<file path="src/hdl/hash_map_linear_probe_top_defines.svh">
// assertion macros for the hash map block
// used by hash_map_linear_probe_top; expects clk_i and rst_ni in scope
`ifndef HASH_MAP_LINEAR_PROBE_TOP_DEFINES_SVH
`define HASH_MAP_LINEAR_PROBE_TOP_DEFINES_SVH
`ifndef SYNTHESIS
`define HMLP_ASSERT(lbl, prop, msg) \
  lbl: assert property (@(posedge clk_i) disable iff (!rst_ni) prop) else $error(msg);
`define HMLP_ASSERT_NEXT(lbl, ante, cons, msg) \
  lbl: assert property (@(posedge clk_i) disable iff (!rst_ni) ante |=> cons) else $error(msg);
`else
`define HMLP_ASSERT(lbl, prop, msg)
`define HMLP_ASSERT_NEXT(lbl, ante, cons, msg)
`endif
`endif

</file>
<file path="src/hdl/hmlp_pkg.sv">
// shared types and constants of the hash map block
// no dependencies
package hmlp_pkg;

  localparam logic [63:0] HASH_SEED       = 64'h9e37_79b9_7f4a_7c15;
  localparam logic [3:0]  SIZE_LOG2_RESET = 4'd10;
  localparam logic [3:0]  SIZE_LOG2_MIN   = 4'd2;

  typedef enum logic [1:0] {
    ACT_PUT   = 2'd0,
    ACT_FIND  = 2'd1,
    ACT_CLEAR = 2'd2
  } action_e;

  typedef enum logic [2:0] {
    STS_INSERTED  = 3'd0,
    STS_REPLACED  = 3'd1,
    STS_FOUND     = 3'd2,
    STS_NOT_FOUND = 3'd3,
    STS_FULL      = 3'd4,
    STS_CLEARED   = 3'd5
  } status_e;

  typedef enum logic [1:0] {
    S_CLEAR,
    S_IDLE,
    S_PROBE,
    S_RESP
  } fsm_e;

endpackage

</file>
<file path="src/hdl/hmlp_ctrl.sv">
// probe sequencer, clearing pass and result register of the hash map
// depends on hmlp_pkg; drives the bucket memory hmlp_ram
module hmlp_ctrl #(
  parameter int KEY_WIDTH   = 32,
  parameter int VALUE_WIDTH = 32,
  parameter int AW          = 10,
  parameter int CW          = 11
) (
  input  logic                   clk_i,
  input  logic                   rst_ni,
  input  logic [3:0]             size_log2_i,
  input  logic                   in_valid_i,
  output logic                   in_stall_o,
  input  logic [1:0]             action_i,
  input  logic [KEY_WIDTH-1:0]   key_i,
  input  logic [VALUE_WIDTH-1:0] value_i,
  output logic                   out_valid_o,
  input  logic                   out_stall_i,
  output logic [2:0]             status_o,
  output logic [VALUE_WIDTH-1:0] found_value_o,
  output logic [CW-1:0]          entry_count_o,
  output logic                   ram_we_o,
  output logic [AW-1:0]          ram_waddr_o,
  output logic [KEY_WIDTH+VALUE_WIDTH:0] ram_wdata_o,
  output logic [AW-1:0]          ram_raddr_o,
  input  logic [KEY_WIDTH+VALUE_WIDTH:0] ram_rdata_i
);

  localparam int EW = KEY_WIDTH + VALUE_WIDTH + 1;

  hmlp_pkg::fsm_e state_q, state_d;
  logic                   is_put_q, is_put_d;
  logic [KEY_WIDTH-1:0]   key_q, key_d;
  logic [VALUE_WIDTH-1:0] val_q, val_d;
  logic [AW-1:0]          idx_q, idx_d;
  logic [AW:0]            probe_q, probe_d;
  logic [AW-1:0]          clr_addr_q, clr_addr_d;
  logic                   clr_pend_q, clr_pend_d;
  logic [CW-1:0]          count_q, count_d;
  logic [2:0]             resp_q, resp_d;
  logic                   out_valid_q, out_valid_d;
  logic [2:0]             out_status_q, out_status_d;
  logic [VALUE_WIDTH-1:0] out_found_q, out_found_d;
  logic [CW-1:0]          out_count_q, out_count_d;

  logic [4:0]             s_eff;
  logic [AW:0]            cap;
  logic [AW-1:0]          mask;
  logic [AW-1:0]          home;
  logic [AW-1:0]          next_idx;
  logic                   r_occ;
  logic [KEY_WIDTH-1:0]   r_key;
  logic [VALUE_WIDTH-1:0] r_val;
  logic                   hit, hole, last, done, slot_free;
  logic [2:0]             probe_status;
  logic [AW-1:0]          hashed;

  // bucket count saturates at the memory depth, floor of four buckets
  always_comb begin
    if (size_log2_i < hmlp_pkg::SIZE_LOG2_MIN) begin
      s_eff = {1'b0, hmlp_pkg::SIZE_LOG2_MIN};
    end else if ({1'b0, size_log2_i} > 5'(AW)) begin
      s_eff = 5'(AW);
    end else begin
      s_eff = {1'b0, size_log2_i};
    end
  end

  assign cap      = (AW+1)'(1) << s_eff;
  assign mask     = AW'(cap - (AW+1)'(1));
  assign hashed   = AW'(64'(key_i) ^ hmlp_pkg::HASH_SEED);
  assign home     = hashed & mask;
  assign next_idx = (idx_q + AW'(1)) & mask;

  assign r_occ = ram_rdata_i[EW-1];
  assign r_key = ram_rdata_i[KEY_WIDTH+VALUE_WIDTH-1:VALUE_WIDTH];
  assign r_val = ram_rdata_i[VALUE_WIDTH-1:0];

  assign hit       = r_occ && (r_key == key_q);
  assign hole      = !r_occ;
  assign last      = (probe_q + (AW+1)'(1)) == cap;
  assign done      = hit || hole || last;
  assign slot_free = !out_valid_q || !out_stall_i;

  always_comb begin
    if (is_put_q) begin
      probe_status = hole ? hmlp_pkg::STS_INSERTED :
                     hit  ? hmlp_pkg::STS_REPLACED : hmlp_pkg::STS_FULL;
    end else begin
      probe_status = hit ? hmlp_pkg::STS_FOUND : hmlp_pkg::STS_NOT_FOUND;
    end
  end

  always_comb begin
    state_d      = state_q;
    is_put_d     = is_put_q;
    key_d        = key_q;
    val_d        = val_q;
    idx_d        = idx_q;
    probe_d      = probe_q;
    clr_addr_d   = clr_addr_q;
    clr_pend_d   = clr_pend_q;
    count_d      = count_q;
    resp_d       = resp_q;
    out_valid_d  = out_valid_q && out_stall_i;
    out_status_d = out_status_q;
    out_found_d  = out_found_q;
    out_count_d  = out_count_q;
    ram_we_o     = 1'b0;
    ram_waddr_o  = idx_q;
    ram_wdata_o  = {1'b1, key_q, val_q};
    ram_raddr_o  = idx_q;
    in_stall_o   = 1'b1;

    case (state_q)
      hmlp_pkg::S_CLEAR: begin
        ram_we_o    = 1'b1;
        ram_waddr_o = clr_addr_q;
        ram_wdata_o = '0;
        if (clr_addr_q == '1) begin
          if (clr_pend_q) begin
            resp_d     = hmlp_pkg::STS_CLEARED;
            clr_pend_d = 1'b0;
            state_d    = hmlp_pkg::S_RESP;
          end else begin
            state_d = hmlp_pkg::S_IDLE;
          end
        end else begin
          clr_addr_d = clr_addr_q + AW'(1);
        end
      end

      hmlp_pkg::S_IDLE: begin
        in_stall_o  = 1'b0;
        ram_raddr_o = home;
        if (in_valid_i) begin
          is_put_d = (action_i == hmlp_pkg::ACT_PUT);
          key_d    = key_i;
          val_d    = value_i;
          idx_d    = home;
          probe_d  = '0;
          case (action_i)
            hmlp_pkg::ACT_PUT, hmlp_pkg::ACT_FIND: begin
              state_d = hmlp_pkg::S_PROBE;
            end
            hmlp_pkg::ACT_CLEAR: begin
              count_d    = '0;
              clr_pend_d = 1'b1;
              clr_addr_d = '0;
              state_d    = hmlp_pkg::S_CLEAR;
            end
            default: begin
              resp_d  = hmlp_pkg::STS_NOT_FOUND;
              state_d = hmlp_pkg::S_RESP;
            end
          endcase
        end
      end

      hmlp_pkg::S_PROBE: begin
        if (!done) begin
          ram_raddr_o = next_idx;
          idx_d       = next_idx;
          probe_d     = probe_q + (AW+1)'(1);
        end else if (slot_free) begin
          // write back on insert or replace, count moves only on insert
          ram_we_o     = is_put_q && (hit || hole);
          out_valid_d  = 1'b1;
          out_status_d = probe_status;
          out_found_d  = (!is_put_q && hit) ? r_val : '0;
          if (is_put_q && hole) begin
            count_d     = count_q + CW'(1);
            out_count_d = count_q + CW'(1);
          end else begin
            out_count_d = count_q;
          end
          state_d = hmlp_pkg::S_IDLE;
        end
      end

      hmlp_pkg::S_RESP: begin
        if (slot_free) begin
          out_valid_d  = 1'b1;
          out_status_d = resp_q;
          out_found_d  = '0;
          out_count_d  = count_q;
          state_d      = hmlp_pkg::S_IDLE;
        end
      end

      default: begin
        state_d = hmlp_pkg::S_IDLE;
      end
    endcase
  end

  always_ff @(posedge clk_i or negedge rst_ni) begin
    if (!rst_ni) begin
      state_q     <= hmlp_pkg::S_CLEAR;
      clr_addr_q  <= '0;
      clr_pend_q  <= 1'b0;
      count_q     <= '0;
      out_valid_q <= 1'b0;
    end else begin
      state_q     <= state_d;
      clr_addr_q  <= clr_addr_d;
      clr_pend_q  <= clr_pend_d;
      count_q     <= count_d;
      out_valid_q <= out_valid_d;
    end
  end

  always_ff @(posedge clk_i) begin
    is_put_q     <= is_put_d;
    key_q        <= key_d;
    val_q        <= val_d;
    idx_q        <= idx_d;
    probe_q      <= probe_d;
    resp_q       <= resp_d;
    out_status_q <= out_status_d;
    out_found_q  <= out_found_d;
    out_count_q  <= out_count_d;
  end

  assign out_valid_o   = out_valid_q;
  assign status_o      = out_status_q;
  assign found_value_o = out_found_q;
  assign entry_count_o = out_count_q;

endmodule

</file>
<file path="config.mk">
export PLATFORM = sky130hd
export DESIGN_NAME = hmlp_ctrl
export DESIGN_NICKNAME = d
export VERILOG_FILES = /design/src/hdl/hash_map_linear_probe_top_defines.svh /design/src/hdl/hmlp_pkg.sv /design/src/hdl/hmlp_ctrl.sv
export SDC_FILE = /design/constraint.sdc
export NUM_CORES = 1
export LEC_CHECK = 0
export ABC_AREA = 1
export ABC_CLOCK_PERIOD_IN_PS = 5700
export BUFFER_PORTS_ARGS = -buffer_cell sky130_fd_sc_hd__buf_2
export CAP_MARGIN = 10
export CORE_UTILIZATION = 40
export CTS_BUF_LIST = sky130_fd_sc_hd__clkbuf_8
export DETAILED_ROUTE_END_ITERATION = 12
export HOLD_SLACK_MARGIN = 0.15
export PLACE_DENSITY = 0.65
export SLEW_MARGIN = 25
export SYNTH_ARGS = -nofsm -noshare
export SYNTH_HDL_FRONTEND = slang
export SYNTH_SLANG_ARGS = --single-unit
</file>
<file path="constraint.sdc">
create_clock -name clk_i -period 5.7 [get_ports clk_i]
set_input_delay 1.14 -clock clk_i [delete_from_list [all_inputs] [get_ports clk_i]]
set_output_delay 1.14 -clock clk_i [all_outputs]
set_load 0.01 [all_outputs]
</file>
=== After elaboration in Yosys (flattened, before gate mapping) ===
Cells that the tools add are included.

* Word-level logic and storage cells: 130
* Output and inout port bits: 134
* Bits in latches: 0
* Bits of input ports: 139
* Memory bits (read-only): 0
* Bits in registers: 160
* Memories kept: 0
* RAM bits: 0

* Divide/modulo/power cells: 0
* Reductions and logical operators: 28
* Equality and inequality tests: 18
* Add/subtract/negate cells: 5
* Shift operators: 1
* Order comparisons: 2
* Multiplexer cells: 59
* $mul: 0
* Bitwise gates (word level): 3

{| class="wikitable"
|+ Operator list
! cell !! count
|-
| $mux W32 || 4
|-
| $mux W11 || 8
|-
| $pmux W11 S2 || 3
|-
| $mux W65 || 1
|-
| $pmux W32 S2 || 1
|-
| $mux W10 || 6
|-
| $pmux W10 S2 || 3
|-
| $eq A32 B32 Y1 || 1
|-
| $mux W3 || 10
|-
| $add A11 B1 Y11 const B || 2
|-
| $add A10 B1 Y10 const B || 2
|-
| $and A10 B10 Y10 || 2
|-
| $ne A2 B2 Y1 const B || 10
|-
| $pmux W3 S2 || 2
|-
| $reduce_and A4 Y1 || 3
|-
| $eq A11 B11 Y1 || 1
|-
| $shl A1 B5 Y11 const A || 1
|-
| $eq A10 B10 Y1 const B || 1
|-
| $mux W2 || 5
|-
| $reduce_and A5 Y1 || 2
|-
| $sub A10 B1 Y10 const B || 1
|-
| $mux W1 || 9
|-
| $pmux W2 S4 || 1
|-
| $eq A2 B2 Y1 const B || 3
|-
| other kinds (17) || 34
|}

=== Depth between registers and ports, before layout ===
Gate-level depths: netlist of run 1.

* Word-level depth: 8
* Gate-level depth with buffers: 18
* Gate-level depth less buffers: 17

=== Least setup slack after synthesis of run 1 ===
Ideal clock, no wire load.

* Kind: input-to-output
* Start point: input port size_log2_i[3]
* End point: output port ram_raddr_o[9]
* Required time: 4560 ps
* Path slack: 1997 ps
* Stages on the path: 15
* Buffers on the path: 2
* Data arrival time: 2563 ps
* Cell sequence: buf_2 > nor2_2 > inv_1 > nor2_1 > inv_1 > nand3_1 > nand2_1 > nor2_1 > nand2_1 > nor2_1 > nand2_2 > buf_6 > nand3_1 > nand3_1 > a21oi_1

* Word-level cells in the longest chain between the ends: 8
* Elaborated cells between the ends (all ways): 12
* Those cells by class: add/sub (1); order compare (2); eq/ne (1); shift (1); mux (4); bitwise (2); reduce/logical (1)

{| class="wikitable"
|+ RTL lines
! element !! RTL line !! text
|-
| from (decl) || hmlp_ctrl.sv:11 || <nowiki>input logic [3:0] size_log2_i,</nowiki>
|-
| $gt A4 B4 Y1 || hmlp_ctrl.sv:62 || <nowiki>end else if ({1'b0, size_log2_i} > 5'(AW)) begin</nowiki>
|-
| $mux W4 || hmlp_ctrl.sv:62 ||
|-
| $mux W5 * || hmlp_ctrl.sv:60 || <nowiki>if (size_log2_i < hmlp_pkg::SIZE_LOG2_MIN) begin</nowiki>
|-
| $shl A1 B5 Y11 * || hmlp_ctrl.sv:69 || <nowiki>assign cap = (AW+1)'(1) << s_eff;</nowiki>
|-
| $sub A10 B1 Y10 / $eq A11 B11 Y1 (equally long branches) || hmlp_ctrl.sv:70, hmlp_ctrl.sv:81 ||
|-
| $and A10 B10 Y10 / $logic_or A1 B1 Y1 (equally long branches) || hmlp_ctrl.sv:73, hmlp_ctrl.sv:82 ||
|-
| $mux W10 || hmlp_ctrl.sv:161 || <nowiki>if (!done) begin</nowiki>
|-
| $pmux W10 S2 * || hmlp_ctrl.sv:115 || <nowiki>case (state_q)</nowiki>
|-
| to (decl) || hmlp_ctrl.sv:25 || <nowiki>output logic [AW-1:0] ram_raddr_o,</nowiki>
|}

Every way passes the cells marked *; elsewhere a longest branch is shown, timed or not.

=== Worst setup path after layout of run 1 ===
* Start point: input port ram_rdata_i[34]
* End point: output port ram_raddr_o[9]

* Word-level cells in the longest chain between the ends: 6

{| class="wikitable"
|+ RTL lines
! element !! RTL line !! text
|-
| from (decl) || hmlp_ctrl.sv:26 || <nowiki>input logic [KEY_WIDTH+VALUE_WIDTH:0] ram_rdata_i</nowiki>
|-
| $eq A32 B32 Y1 || hmlp_ctrl.sv:79 || <nowiki>assign hit = r_occ && (r_key == key_q);</nowiki>
|-
| $logic_and A1 B1 Y1 || hmlp_ctrl.sv:79 ||
|-
| $logic_or A1 B1 Y1 (2 in series) || hmlp_ctrl.sv:82 || <nowiki>assign done = hit || hole || last;</nowiki>
|-
| $mux W10 || hmlp_ctrl.sv:161 ||
|-
| $pmux W10 S2 || hmlp_ctrl.sv:115 ||
|}

Every way passes these cells.

==> run summary, run 1 <==
Of the total power, registers draw 39.3%. The smallest hold slack came out at roughly 0.50 ns. The relative contribution of the clock network to total power is 17.8%. The leakage power total is 5.104 nW.

The min-delay analysis places its worst path in the category reg2reg. The aggregate global routing overflow is 0. The number of maximum-capacitance constraint violations came out at 0.

The core region area came out at slightly above 0.02 mm^2. For the final database, setup skew stands at between 0.02 and 0.025 ns. The peak supply drop came out at roughly 0.00031 V. The clock-pin transition on the worst setup and hold timing paths is 0.09 ns. The worst-case register-to-register setup slack came out at 2.51 ns. From bottom edge to top edge, the die measures 146.9 um. The flow ran to the end, and the final reports show no timing, DRC or antenna violations. The setup TNS is 0 ns. The portion of the post-synthesis area used by sequential elements came out at 55.35%. The startpoint identified for the worst hold timing path is count_q[2]. The die covers 0.02159 mm^2.

The weighted congestion at the end of routability-driven global placement is about 0.86. The highest clock frequency the design can meet is 222.1 MHz. The total clock buffers created by CTS is 17.

Setup repair after global routing left no endpoint under its margin. The final worst slack came out at 1.198 ns. The number of cell rows is 52.

The number of synthesis warnings is 0. The vias per cell came out at 4.731. The total of hold buffers inserted after clock tree synthesis came out at 0. The number of flops mapped to enable cells by yosys is 134. The internal cell power came out at 2.663 mW.

The worst slack after detailed placement is 1.232 ns. From left edge to right edge, the die measures around 150 um. The count of buffers added by post-CTS timing repair for setup is 0.

The first global-routing pass estimated roughly 35000 um of wire. Once the floorplan was initialized, standard cells occupied between 40% and 50% of the core. The number of max-slew violations in the final report came out at 0.

The startpoint identified for the worst register-to-register timing path is key_q[5]. STA puts the critical path data required time at 4.56 ns. The worst hold path terminates at count_q[2]. By startpoint and endpoint, the worst setup path is classified as in2out. Of the cells placed in the final design, the portion with a size suffix greater than 1 is 27.40%.

The gate count after technology mapping came out at roughly 960. TritonCTS built the clock tree. The slew at the pin with the worst max-slew slack came out at 0.9775 ns. The tree is rooted in a clkbuf_8. The logic gate share of total power is between 40% and 50%.

The total DRC errors in the routed layout came out at 0. The nature of the critical path startpoint is an input port. For this run, the total global-route usage over all layers was measured as between 20% and 30%. The peak fanout along the critical path came out at 13.

The number of global-route vias before repair came out at around 6500. Summed over all nets, the half-perimeter wirelength after detailed placement is 17200 um. The endpoint arrival time on the critical path came out at 3.36 ns. The count of buffers inserted at the top-level ports came out at ~270. Among all flip-flop cells after synthesis, the most frequent one is edfxtp_1.

The total of endpoints with negative setup slack in the final report came out at 0. The number of placed instances with taps included came out at about 1500. The clock tree synthesis step divided the H-tree into 4 levels. The total count of hold-check failures in the final report came out at 0.

The pin count of the biggest net entering global routing is 60. The first-pass detailed-route iteration total is 5. In this run, the number of DRC markers left after iteration 0 of detailed routing was 511.

Averaged over all synthesized cells, the footprint is around 9 um^2. The number of primary I/O pins came out at 273. The worst-case clock buffer depth came out at 2.

The wire length reported by the detailed router is 22750 um. The number of instances on the worst hold path came out at 2. The part of the cycle the worst path needs came out at 78.98%. The clock network latency to the later pin of the worst-skew pair is 0.46 ns.

The count of different cell masters after synthesis is 40. Counting the fill cells in the layout gives 1983. The switching power came out at approximately 2.0 mW.

The number of register bits inferred by synthesis came out at 159. The remaining antenna violation count came out at 0. Of all flip-flops after synthesis, the portion carrying an async set or reset was 15.72%. The layout overhead on the synthesized area came out at 24.22%. The number of sinks handled by clock tree synthesis came out at 159. The final cell count without fillers came out at 1513. The initial antenna violation count came out at 2. The post-layout total power is ~4.7 mW. The post-cts repair resize count came out at 0. Headroom to the max-slew limit came out at 34.74%.

For this block, the via count after detailed routing is 7158. The average detailed-routed wire length per instance is 15.04 um. The category of the worst setup path capture point is an output pin. The count of nets after finishing came out at 1376.

The fraction of power spent switching nets is 42.80%. In this run the critical register-to-register path is captured at found_value_o[7]. Dividing total power by cell area gives a power density of 446.1 mW/mm^2. The shortest clock period the worst path allows after layout is roughly 4.5 ns. The netlist area before placement is about 0.0084 mm^2.

The depth of the worst register-to-register path is 11. The most critical setup path has its startpoint at ram_rdata_i[34].
[final cells by class]
| class | instances | area (um^2) | share of cell area (%) |
|---|---|---|---|
| sequential | 159 | 4649 | 44.56 |
| timing repair buffer | 277 | 1399 | 13.41 |
| inverter | 191 | 716.9 | 6.871 |
| clock inverter | 15 | 171.4 | 1.643 |
| antenna | 2 | 5.005 | 0.04796 |
| tap | 270 | 337.8 | 3.237 |
| multi-input combinational | 582 | 2922 | 28.00 |
| clock buffer | 17 | 234.0 | 2.242 |
[power by group through the flow]
stage | sequential (mW) | clock, mW | combinational, mW
4_1_cts | 1.83 | 0.856 | 2.01
5_1_grt | 1.87 | 0.897 | 2.21
3_5_place_dp | 1.86 | 0 | 2.00
3_3_place_gp | 1.85 | 0 | 1.97
2_1_floorplan | 1.88 | 0 | 1.17
6_report | 1.83 | 0.830 | 1.99
[per-stage QoR]
step	utilization [%]	instance area [um^2]
2_1_floorplan	-	8404
3_3_place_gp	49.01	10010
3_5_place_dp	49.07	10020
4_1_cts	51.05	10430
5_1_grt	51.08	10440
6_report	51.08	10440
[state kept, by name (all words and copies together), names as in the netlist, 3 cells and up]
register       cells
count_q           11
found_value_o     32
probe_q           11
key_q             32
entry_count_o     11
status_o           3
val_q             32
clr_addr_q        10
idx_q             10
[worst max path at each step]
stage,to,depth (start not counted),slack (ns)
finish,ram_raddr_o[9],13,1.20
global route,ram_raddr_o[9],13,1.02
CTS,ram_raddr_o[9],13,1.23
detailed placement,ram_raddr_o[9],13,1.23
global placement,ram_raddr_o[9],13,1.25
floorplan,ram_raddr_o[9],15,2.00
[layer usage]
metal / vias up / global-route usage [%] / share of wire [%]
li1: 3593 / - / -
met1: 3288 / 26.18 / 42
met2: 255 / 36.09 / 49
met3: 22 / 4.689 / 6.6
met4: 0 / 6.804 / 2.0
met5: - / 0 / 0
[cell usage after synthesis (3+ instances only)]
master / n / area [um^2]
a21oi_1: 19 / 95.09
nand3_2: 5 / 50.05
nor2_1: 159 / 596.8
a31oi_1: 3 / 18.77
xor2_1: 35 / 306.5
nor3_1: 9 / 45.04
nand2_1: 161 / 604.3
o31ai_1: 4 / 30.03
nor2_2: 5 / 31.28
clkbuf_1: 21 / 78.83
nand2_2: 5 / 31.28
nand3_1: 64 / 320.3
nor4_1: 4 / 25.02
nand4_1: 16 / 100.1
ha_1: 9 / 112.6
inv_2: 4 / 15.01
buf_2: 3 / 15.01
nand3b_1: 3 / 22.52
dfrtp_1: 25 / 625.6
o21ai_0: 45 / 225.2
xnor2_1: 15 / 131.4
edfxtp_1: 134 / 4024
inv_1: 187 / 701.9
[cell families (layout without fill, tap and decap cells)]
group,after synthesis,in the layout,synth area share (%)
AO/OA/AOI/OAI,83,83,5.466
XOR/XNOR,50,50,5.213
adder cells (fa/ha/maj),9,9,1.341
buffers and inverters,219,500,10.10
flip-flops,159,159,55.35
other,1,4,0.04464
AND/OR/NAND/NOR,438,438,22.49
[critical path: stages]
cell	delay (ns)
buf_2	0.10
xor2_1	0.16
nor2_1	0.07
nand2_1	0.13
nor2_1	0.08
nand2_1	0.07
nor2_1	0.07
nor2_1	0.71
nand2_4	0.27
nand2_1	0.13
nand3_1	0.09
a21oi_1	0.17
buf_2	0.16
[cell usage in the layout (no fill, tap or decap), types with 15 or more instances in the layout]
master,count
buf_2,272
inv_1,185
nand2_1,160
nor2_1,159
edfxtp_1,134
nand3_1,64
o21ai_0,45
xor2_1,35
dfrtp_1,25
a21oi_1,19
clkbuf_8,17
nand4_1,16
xnor2_1,15
Power figures use the tool's default switching activity.
==> inputs of run 2 (changes only) <==
--- a/config.mk
+++ b/config.mk
@@ -6,7 +6,7 @@
 export NUM_CORES = 1
 export LEC_CHECK = 0
 export ABC_AREA = 1
-export ABC_CLOCK_PERIOD_IN_PS = 5700
+export ABC_CLOCK_PERIOD_IN_PS = 4240
 export BUFFER_PORTS_ARGS = -buffer_cell sky130_fd_sc_hd__buf_2
 export CAP_MARGIN = 10
 export CORE_UTILIZATION = 40
==> constraint.sdc (replaced) <==
create_clock -name clk_i -period 4.24 [get_ports clk_i]
set_input_delay 0.848 -clock clk_i [delete_from_list [all_inputs] [get_ports clk_i]]
set_output_delay 0.848 -clock clk_i [all_outputs]
set_load 0.01 [all_outputs]
==> run 2 against run 1 <==
  * Critical path depth is the same
  * Sequential cell count is the same
  * Design area grew 0.42%
  * Die area is the same
  * Setup slack lost 0.79 ns
  * Worst hold slack lost 0.098 ns
  * Via count shrank 0.77%
  * Highest routed layer unchanged
==> run summary, run 2 (synthesis gave the netlist of run 1 again) <==
The number of H-tree levels is 4 (unchanged). The weighted congestion at the end of routability-driven global placement came out at 0.9000 (+4.9%). The worst setup path is launched from an input port. The total count of hold-check failures in the final report came out at 0 (unchanged). The post-cts repair resize count came out at 0 (unchanged). The endpoint arrival time on the critical path came to 2.99 ns (-0.37 ns). TritonCTS built the clock tree.

The depth of the worst register-to-register path is 12 (+1). Setup repair after global routing left no endpoint under its margin. Based on the critical path, the design can be clocked at up to 260.7 MHz. Counting stages on the worst path, the most repeated cell is nor2_1. The clock network latency to the later pin of the worst-skew pair came to 0.45 ns (about the same). The power per cell area is 601.4 mW/mm^2 (+35%).

The smallest hold slack was 0.3991 ns (-0.09828 ns). The final worst slack was 0.4046 ns (-0.7936 ns). The first-pass detailed-route iteration total is 5 (unchanged). The count of nets after finishing came out at 1379 (+0.22%).

The area of all placed cells without fillers came out at 0.01048 mm^2 (+0.42%). CTS placed an instance of clkbuf_8 at the clock tree root. The category of the worst setup path capture point is an output pin. The delay of the slowest cell on the worst path came to 0.33 ns (-0.38 ns). The tightest min-delay check is of the in2async type. The wire length reported by the detailed router came out at 22240 um (-2.2%). The run finished with clean final reports. The final cell count without fillers came out at 1516 (+0.20%).

The initial standard-cell utilization of the core came out at 41.12% (unchanged). The total routing resource utilization after global routing was 20.95% (-0.045 points). The total of hold buffers inserted after clock tree synthesis is 0 (unchanged). The y dimension of the die is 146.9 um (unchanged). On the critical path, the stage with the largest delay is an instance of nor2_1. The number of primary I/O pins is 273 (unchanged). The post-layout total power was 6.302 mW (+35%). The required time reported for the critical path endpoint was 3.39 ns (-1.17 ns). The initial DRC count is 444 (-13%).

The vias per cell is 4.685 (-0.96%). The post-detailed-placement half-perimeter wirelength came out at 16800 um (-2.4%). The worst slack after detailed placement came out at 0.4246 ns (-0.8079 ns).

The worst-case register-to-register setup slack is 1.24 ns (-1.27 ns). The signal on the critical path passes through buf_2 -> xor2_1 -> nor2_1 -> nand2_1 -> nor2_1 -> nand2_1 -> nor2_1 -> nor2_1 -> buf_4 -> nand3_1 -> nand3_1 -> a21oi_1 -> buf_2. The number of max-slew violations in the final report came to 0 (unchanged). The first-pass GRT wire length came to 34960 um (+0.94%). The pin count of the biggest net entering global routing is 65 (+8.3%). The remaining antenna violation count came out at 0 (unchanged).

The critical path buffer and inverter count is 3 (+1). The total of endpoints with negative setup slack in the final report is 0 (unchanged). The core region area is 0.02043 mm^2 (unchanged). The logic depth of the worst path, buffers included came out at 13 (unchanged).

On the critical path the largest part of the delay comes from simple AND/OR/NAND/NOR gates. The part of the cycle the worst path needs came out at 90.46%. The peak supply drop is 0.0004609 V (+51%). The worst setup skew after layout is 0.02344 ns (+0.0005217 ns). The shortest clock period the worst path allows after layout came out at ~3.8 ns.

The worst-case clock buffer depth came to 2 (unchanged). The count of buffers inserted at the top-level ports came to 272 (unchanged). The leakage power total came out at 5.133 nW (+0.57%). The average detailed-routed wire length per instance is 14.67 um (-2.4%).

The number of maximum-capacitance constraint violations was 0 (unchanged). The clock-pin transition on the worst setup and hold timing paths came out at 0.11 ns (+0.02 ns). The peak fanout along the critical path is 12 (-1). The detailed-route via count came to 7103 (-0.77%).

The number of placed instances with taps included came out at 1482 (+0.20%). The aggregate global routing overflow is 0 (unchanged). The overall die area was 0.02159 mm^2 (unchanged).

The capturing point of the worst reg2reg path is entry_count_o[9]. The count of buffers added by post-CTS timing repair for setup is 0 (unchanged). In this run the critical register-to-register path is launched from key_q[12]. The number of global-route vias before repair is 6650 (+1.7%). The initial antenna violation count came to 2 (unchanged). The worst setup path is of the in2out kind. The number of cell rows came out at 52 (unchanged).

The slew at the pin with the worst max-slew slack was 0.8686 ns (-0.1089 ns). The layout overhead on the synthesized area is 24.74%. The total clock buffers created by CTS came to 17 (unchanged). The normalized max-slew margin is 42.09% (+7.4 points).

The total DRC errors in the routed layout came out at 0 (unchanged). The number of sinks handled by clock tree synthesis is 159 (unchanged). Leaving out fill and tap cells, the most frequent cell in the layout is buf_2.

In the layout the commonest cells are buf_2 (272), inv_1 (185), nand2_1 (161), nor2_1 (159), edfxtp_1 (134). The share of final-layout standard cells stronger than drive strength 1 is 27.49% (+0.095 points). The die extent in x is 146.9 um (unchanged). The setup TNS was 0 ns (unchanged). The post-place instance area is 0.01005 mm^2 (+0.22%).

The final core area utilization came out at 51.29% (+0.21 points).
[run 2: cell count changes in the layout (fill, tap and decap cells not counted), sizes merged]
cell	before	now
clkinv	8	7
inv	197	198
bufinv	0	1
buf	277	280
clkinvlp	1	0
[run 2: area by class of cell]
class | count | area [um^2]
tap | 270 | 337.8
antenna | 2 | 5.005
timing repair buffer | 280 | 1434
clock inverter | 15 | 192.7
clock buffer | 17 | 234.0
inverter | 191 | 716.9
fill | 1978 | 9951
sequential | 159 | 4649
multi-input combinational | 582 | 2909
[run 2: how the worst max path moves through the flow]
stage / endpoint / from / slack (ns)
2_1_floorplan: probe_q[0] / state_q[1] / 0.73
3_3_place_gp: ram_raddr_o[9] / ram_rdata_i[44] / 0.42
3_5_place_dp: ram_raddr_o[2] / ram_rdata_i[44] / 0.42
4_1_cts: ram_raddr_o[2] / key_q[12] / 0.41
5_1_grt: ram_raddr_o[6] / probe_q[0] / 0.14
6_report: ram_raddr_o[2] / ram_rdata_i[44] / 0.40
[run 2: report_power, final]
| group | internal (mW) | switching [mW] |
|---|---|---|
| clock | 0.507 | 0.664 |
| combinational | 0.903 | 1.77 |
| sequential | 2.23 | 0.220 |
| total | 3.65 | 2.66 |
[run 2: worst register-to-register path, delay by kind of cell, from the launching register on]
family,cells,cell delay [ns]
xor gates and xnor gates,1,0.17
DFF,1,0.45
buffers and inverters,3,0.74
and+or+nand+nor,8,1.36
[run 2: metal layers]
layer  global-route usage (%)  up-vias  wire [um]
li1                         -     3592          -
met1                    26.20     3204       9359
met2                    36.28      280      11020
met3                    3.665       27       1430
met4                    7.629        0        432
met5                        0        -          0
==> inputs of run 3 (changes only) <==
--- a/config.mk
+++ b/config.mk
@@ -6,14 +6,14 @@
 export NUM_CORES = 1
 export LEC_CHECK = 0
 export ABC_AREA = 1
-export ABC_CLOCK_PERIOD_IN_PS = 4240
+export ABC_CLOCK_PERIOD_IN_PS = 3360
 export BUFFER_PORTS_ARGS = -buffer_cell sky130_fd_sc_hd__buf_2
 export CAP_MARGIN = 10
-export CORE_UTILIZATION = 40
+export CORE_UTILIZATION = 48
 export CTS_BUF_LIST = sky130_fd_sc_hd__clkbuf_8
 export DETAILED_ROUTE_END_ITERATION = 12
 export HOLD_SLACK_MARGIN = 0.15
-export PLACE_DENSITY = 0.65
+export PLACE_DENSITY = 0.79
 export SLEW_MARGIN = 25
 export SYNTH_ARGS = -nofsm -noshare
 export SYNTH_HDL_FRONTEND = slang
==> constraint.sdc (replaced) <==
create_clock -name clk_i -period 3.36 [get_ports clk_i]
set_input_delay 0.672 -clock clk_i [delete_from_list [all_inputs] [get_ports clk_i]]
set_output_delay 0.672 -clock clk_i [all_outputs]
set_load 0.01 [all_outputs]
==> run 3 against run 2 <==
  * Clock power up 25%
  * Sequential cell count did not move
  * Critical endpoint is now ram_raddr_o[7]
  * Critical path type is now reg2out
  * Highest routed layer is now met5
  * Sequential share of layout area shrank 0.92 points
  * Combinational power is 34% higher
==> run summary, run 3 (synthesis gave the netlist of run 1 again) <==
The total count of hold-check failures in the final report came out at 0 (unchanged). The remaining antenna violation count was 0 (unchanged). The initial DRC count is 552 (+24%). The shortest clock period the worst path allows after layout is 3.287 ns. The overall die area is 0.01803 mm^2 (-16%). The wire length reported by the detailed router came out at 23210 um (+4.4%). The peak supply drop came out at 0.0006368 V (+38%).

The total of hold buffers inserted after clock tree synthesis came out at 0 (unchanged). The critical path buffer and inverter count was 2 (-1). The most frequent standard cell in the layout excluding fill and tap cells is buf_2.

The number of sinks handled by clock tree synthesis is 159 (unchanged). The library cells used most frequently in the layout, excluding fill and tap cells, are buf_2 (272), inv_1 (184), nor2_1 (153), nand2_1 (150), edfxtp_1 (134). The clock-pin transition on the worst setup and hold timing paths is 0.10 ns (about the same). The required time reported for the critical path endpoint came out at 2.69 ns (-0.70 ns). The power per cell area was 762.9 mW/mm^2 (+27%).

The average detailed-routed wire length per instance came out at 15.62 um (+6.5%). STA classifies the critical path startpoint as a register. The root buffer cell chosen for the clock tree is clkbuf_8. The initial antenna violation count is 4 (+2). Walking the worst path, the cells encountered are nand2_2 -> nor2_4 -> nand3_2 -> nand2_2 -> nand2_1 -> nand2_1 -> nand3_2 -> nor2_2 -> nand2_4 -> buf_6 -> nand3_1 -> nand3_2 -> a21oi_2 -> buf_2. The count of nets after finishing is 1393 (+1.0%). For this design, the slowest cell found on the critical path is edfxtp_1. The worst-case clock buffer depth is 2 (unchanged). The number of max-slew violations in the final report came out at 0 (unchanged). The part of the cycle the worst path needs is 97.84%. The final worst slack is 0.07264 ns (-0.3319 ns). The leakage power total is 5.220 nW (+1.7%).

The category of the worst setup path capture point is an output pin. The total of endpoints with negative setup slack in the final report was 0 (unchanged). The initial standard-cell utilization of the core came out at 48.91% (+7.8 points). The area of combinational cells with multiple inputs came to 0.003084 mm^2 (+6.0%). Setup repair after global routing could not meet its margin everywhere.

The total DRC errors in the routed layout is 0 (unchanged). The count of buffers inserted at the top-level ports is 272 (unchanged). The peak fanout along the critical path came out at 7 (-5). The total area of sequential cells came to 0.004649 mm^2 (unchanged). The cell family contributing the most delay on the critical path is simple AND/OR/NAND/NOR gates. The worst setup skew after layout came to 0.02076 ns (-0.002681 ns). The depth of the worst register-to-register path is 11 (-1). The total routing resource utilization after global routing came out at 25.09% (+4.1 points). The weighted congestion at the end of routability-driven global placement was 0.9025 (+0.28%). The core region area came to 0.01718 mm^2 (-16%). In this design, the critical path's most frequently occurring cell is nand3_2. The detailed-route via count came out at 7416 (+4.4%).

The first-pass detailed-route iteration total came out at 6 (+1). The number of H-tree levels came out at 4 (unchanged). The run finished with clean final reports. The highest clock frequency the design can meet came out at 304.2 MHz. The fill cell instance count of the final layout is 1450 (-27%). The logic depth of the worst path, buffers included was 14 (+1). The category of the critical setup timing path is reg2out.

The post-layout total power came out at 8.164 mW (+30%). The vias per cell came out at 4.991 (+6.5%). The endpoint arrival time on the critical path came out at 2.62 ns (-0.37 ns). The capturing point of the worst reg2reg path is resp_q[1]. TritonCTS built the clock tree. The aggregate global routing overflow is 0 (unchanged). The clock network latency to the later pin of the worst-skew pair is 0.47 ns (+0.02 ns). The total clock buffers created by CTS came out at 17 (unchanged). The share of final-layout standard cells stronger than drive strength 1 came out at 30.76% (+3.3 points).

The tightest min-delay check is of the in2async type. The number of global-route vias before repair came to 6888 (+3.6%). The y dimension of the die is 134.3 um (-8.6%). The number of primary I/O pins is 273 (unchanged).

The number of cell rows is 48 (-7.7%). In this run the worst setup path terminates at ram_raddr_o[7]. The launch point of the worst path is probe_q[2]. Compared with the post-synthesis result, the final layout area differs by 27.39%. The pin count of the biggest net entering global routing came to 50 (-23%). The first-pass GRT wire length is 34630 um (-0.95%). The die extent in x came out at 134.3 um (-8.6%). The delay of the slowest cell on the worst path is 0.52 ns (+0.19 ns). The normalized max-slew margin is 43.40% (+1.3 points). The slew at the pin with the worst max-slew slack is 0.8276 ns (-0.04098 ns).

The number of maximum-capacitance constraint violations is 0 (unchanged). The post-detailed-placement half-perimeter wirelength was 17160 um (+2.2%). The worst-case register-to-register setup slack came out at 0.78 ns (-0.46 ns). The worst slack after detailed placement came out at 0.09189 ns (-0.3327 ns). The startpoint identified for the worst register-to-register timing path is clr_addr_q[0].
==> run 3: changes by cell type in the layout (fill, tap and decap cells not counted), moves of 6 or more <==
cell | before | now
nor2_1 | 159 | 153
nand2_2 | 5 | 14
buf_4 | 7 | 17
nand3_1 | 64 | 53
nand3_2 | 5 | 16
nand2_1 | 161 | 150
==> run 3: where the power goes <==
part	switching [mW]	internal (mW)	total [mW]
clock	0.831	0.626	1.46
combinational	2.36	1.24	3.60
sequential	0.284	2.82	3.10
==> run 3: repair_timing <==
item | in CTS | in global routing
buffers inserted | 3 | 7
gates cloned | 0 | 0
resized for setup | 6 | 42
setup endpoints to repair | 10 | 11
pin swaps | 2 | 23
==> run 3: final cells by class <==
cell class / count / area share (%)
inverters: 191 / 6.734
clock buffers: 17 / 2.186
diodes: 3 / 0.07015
well taps: 225 / 2.631
multi-input cells: 582 / 28.82
flip-flops and latches: 159 / 43.45
clock inverters: 15 / 1.590
repair buffers: 294 / 14.52
==> run 3: how the worst min path moves through the flow <==
| stage | depth (start not counted) | endpoint | from |
|---|---|---|---|
| after detailed placement | 2 | count_q[2] | count_q[2] |
| after global placement | 2 | count_q[2] | count_q[2] |
| after global routing | 1 | count_q[3] | rst_ni |
| after floorplan | 0 | clr_addr_q[0] | rst_ni |
| final | 1 | count_q[3] | rst_ni |
| after CTS | 1 | count_q[3] | rst_ni |
==> run 3: layer usage <==
metal / wire length (um) / vias to the layer above / track usage (%)
li1: - / 3625 / -
met4: 835 / 2 / 13.48
met5: 11 / - / 0
met1: 8869 / 3370 / 28.80
met2: 11750 / 352 / 44.01
met3: 1745 / 67 / 5.026
==> run 3: metrics by stage <==
| step | hold slack, ns | instance area (um^2) | cells | TNS (ns) | util (%) |
|---|---|---|---|---|---|
| 2_1_floorplan | 0.3764 | 8408 | 960 | 0 | - |
| 3_3_place_gp | 0.4619 | 10030 | 1441 | 0 | 58.42 |
| 3_5_place_dp | 0.4693 | 10030 | 1441 | 0 | 58.42 |
| 4_1_cts | 0.1981 | 10490 | 1476 | 0 | 61.05 |
| 5_1_grt | 0.2329 | 10700 | 1486 | -0.8707 | 62.30 |
| 6_report | 0.2001 | 10700 | 1486 | 0 | 62.30 |
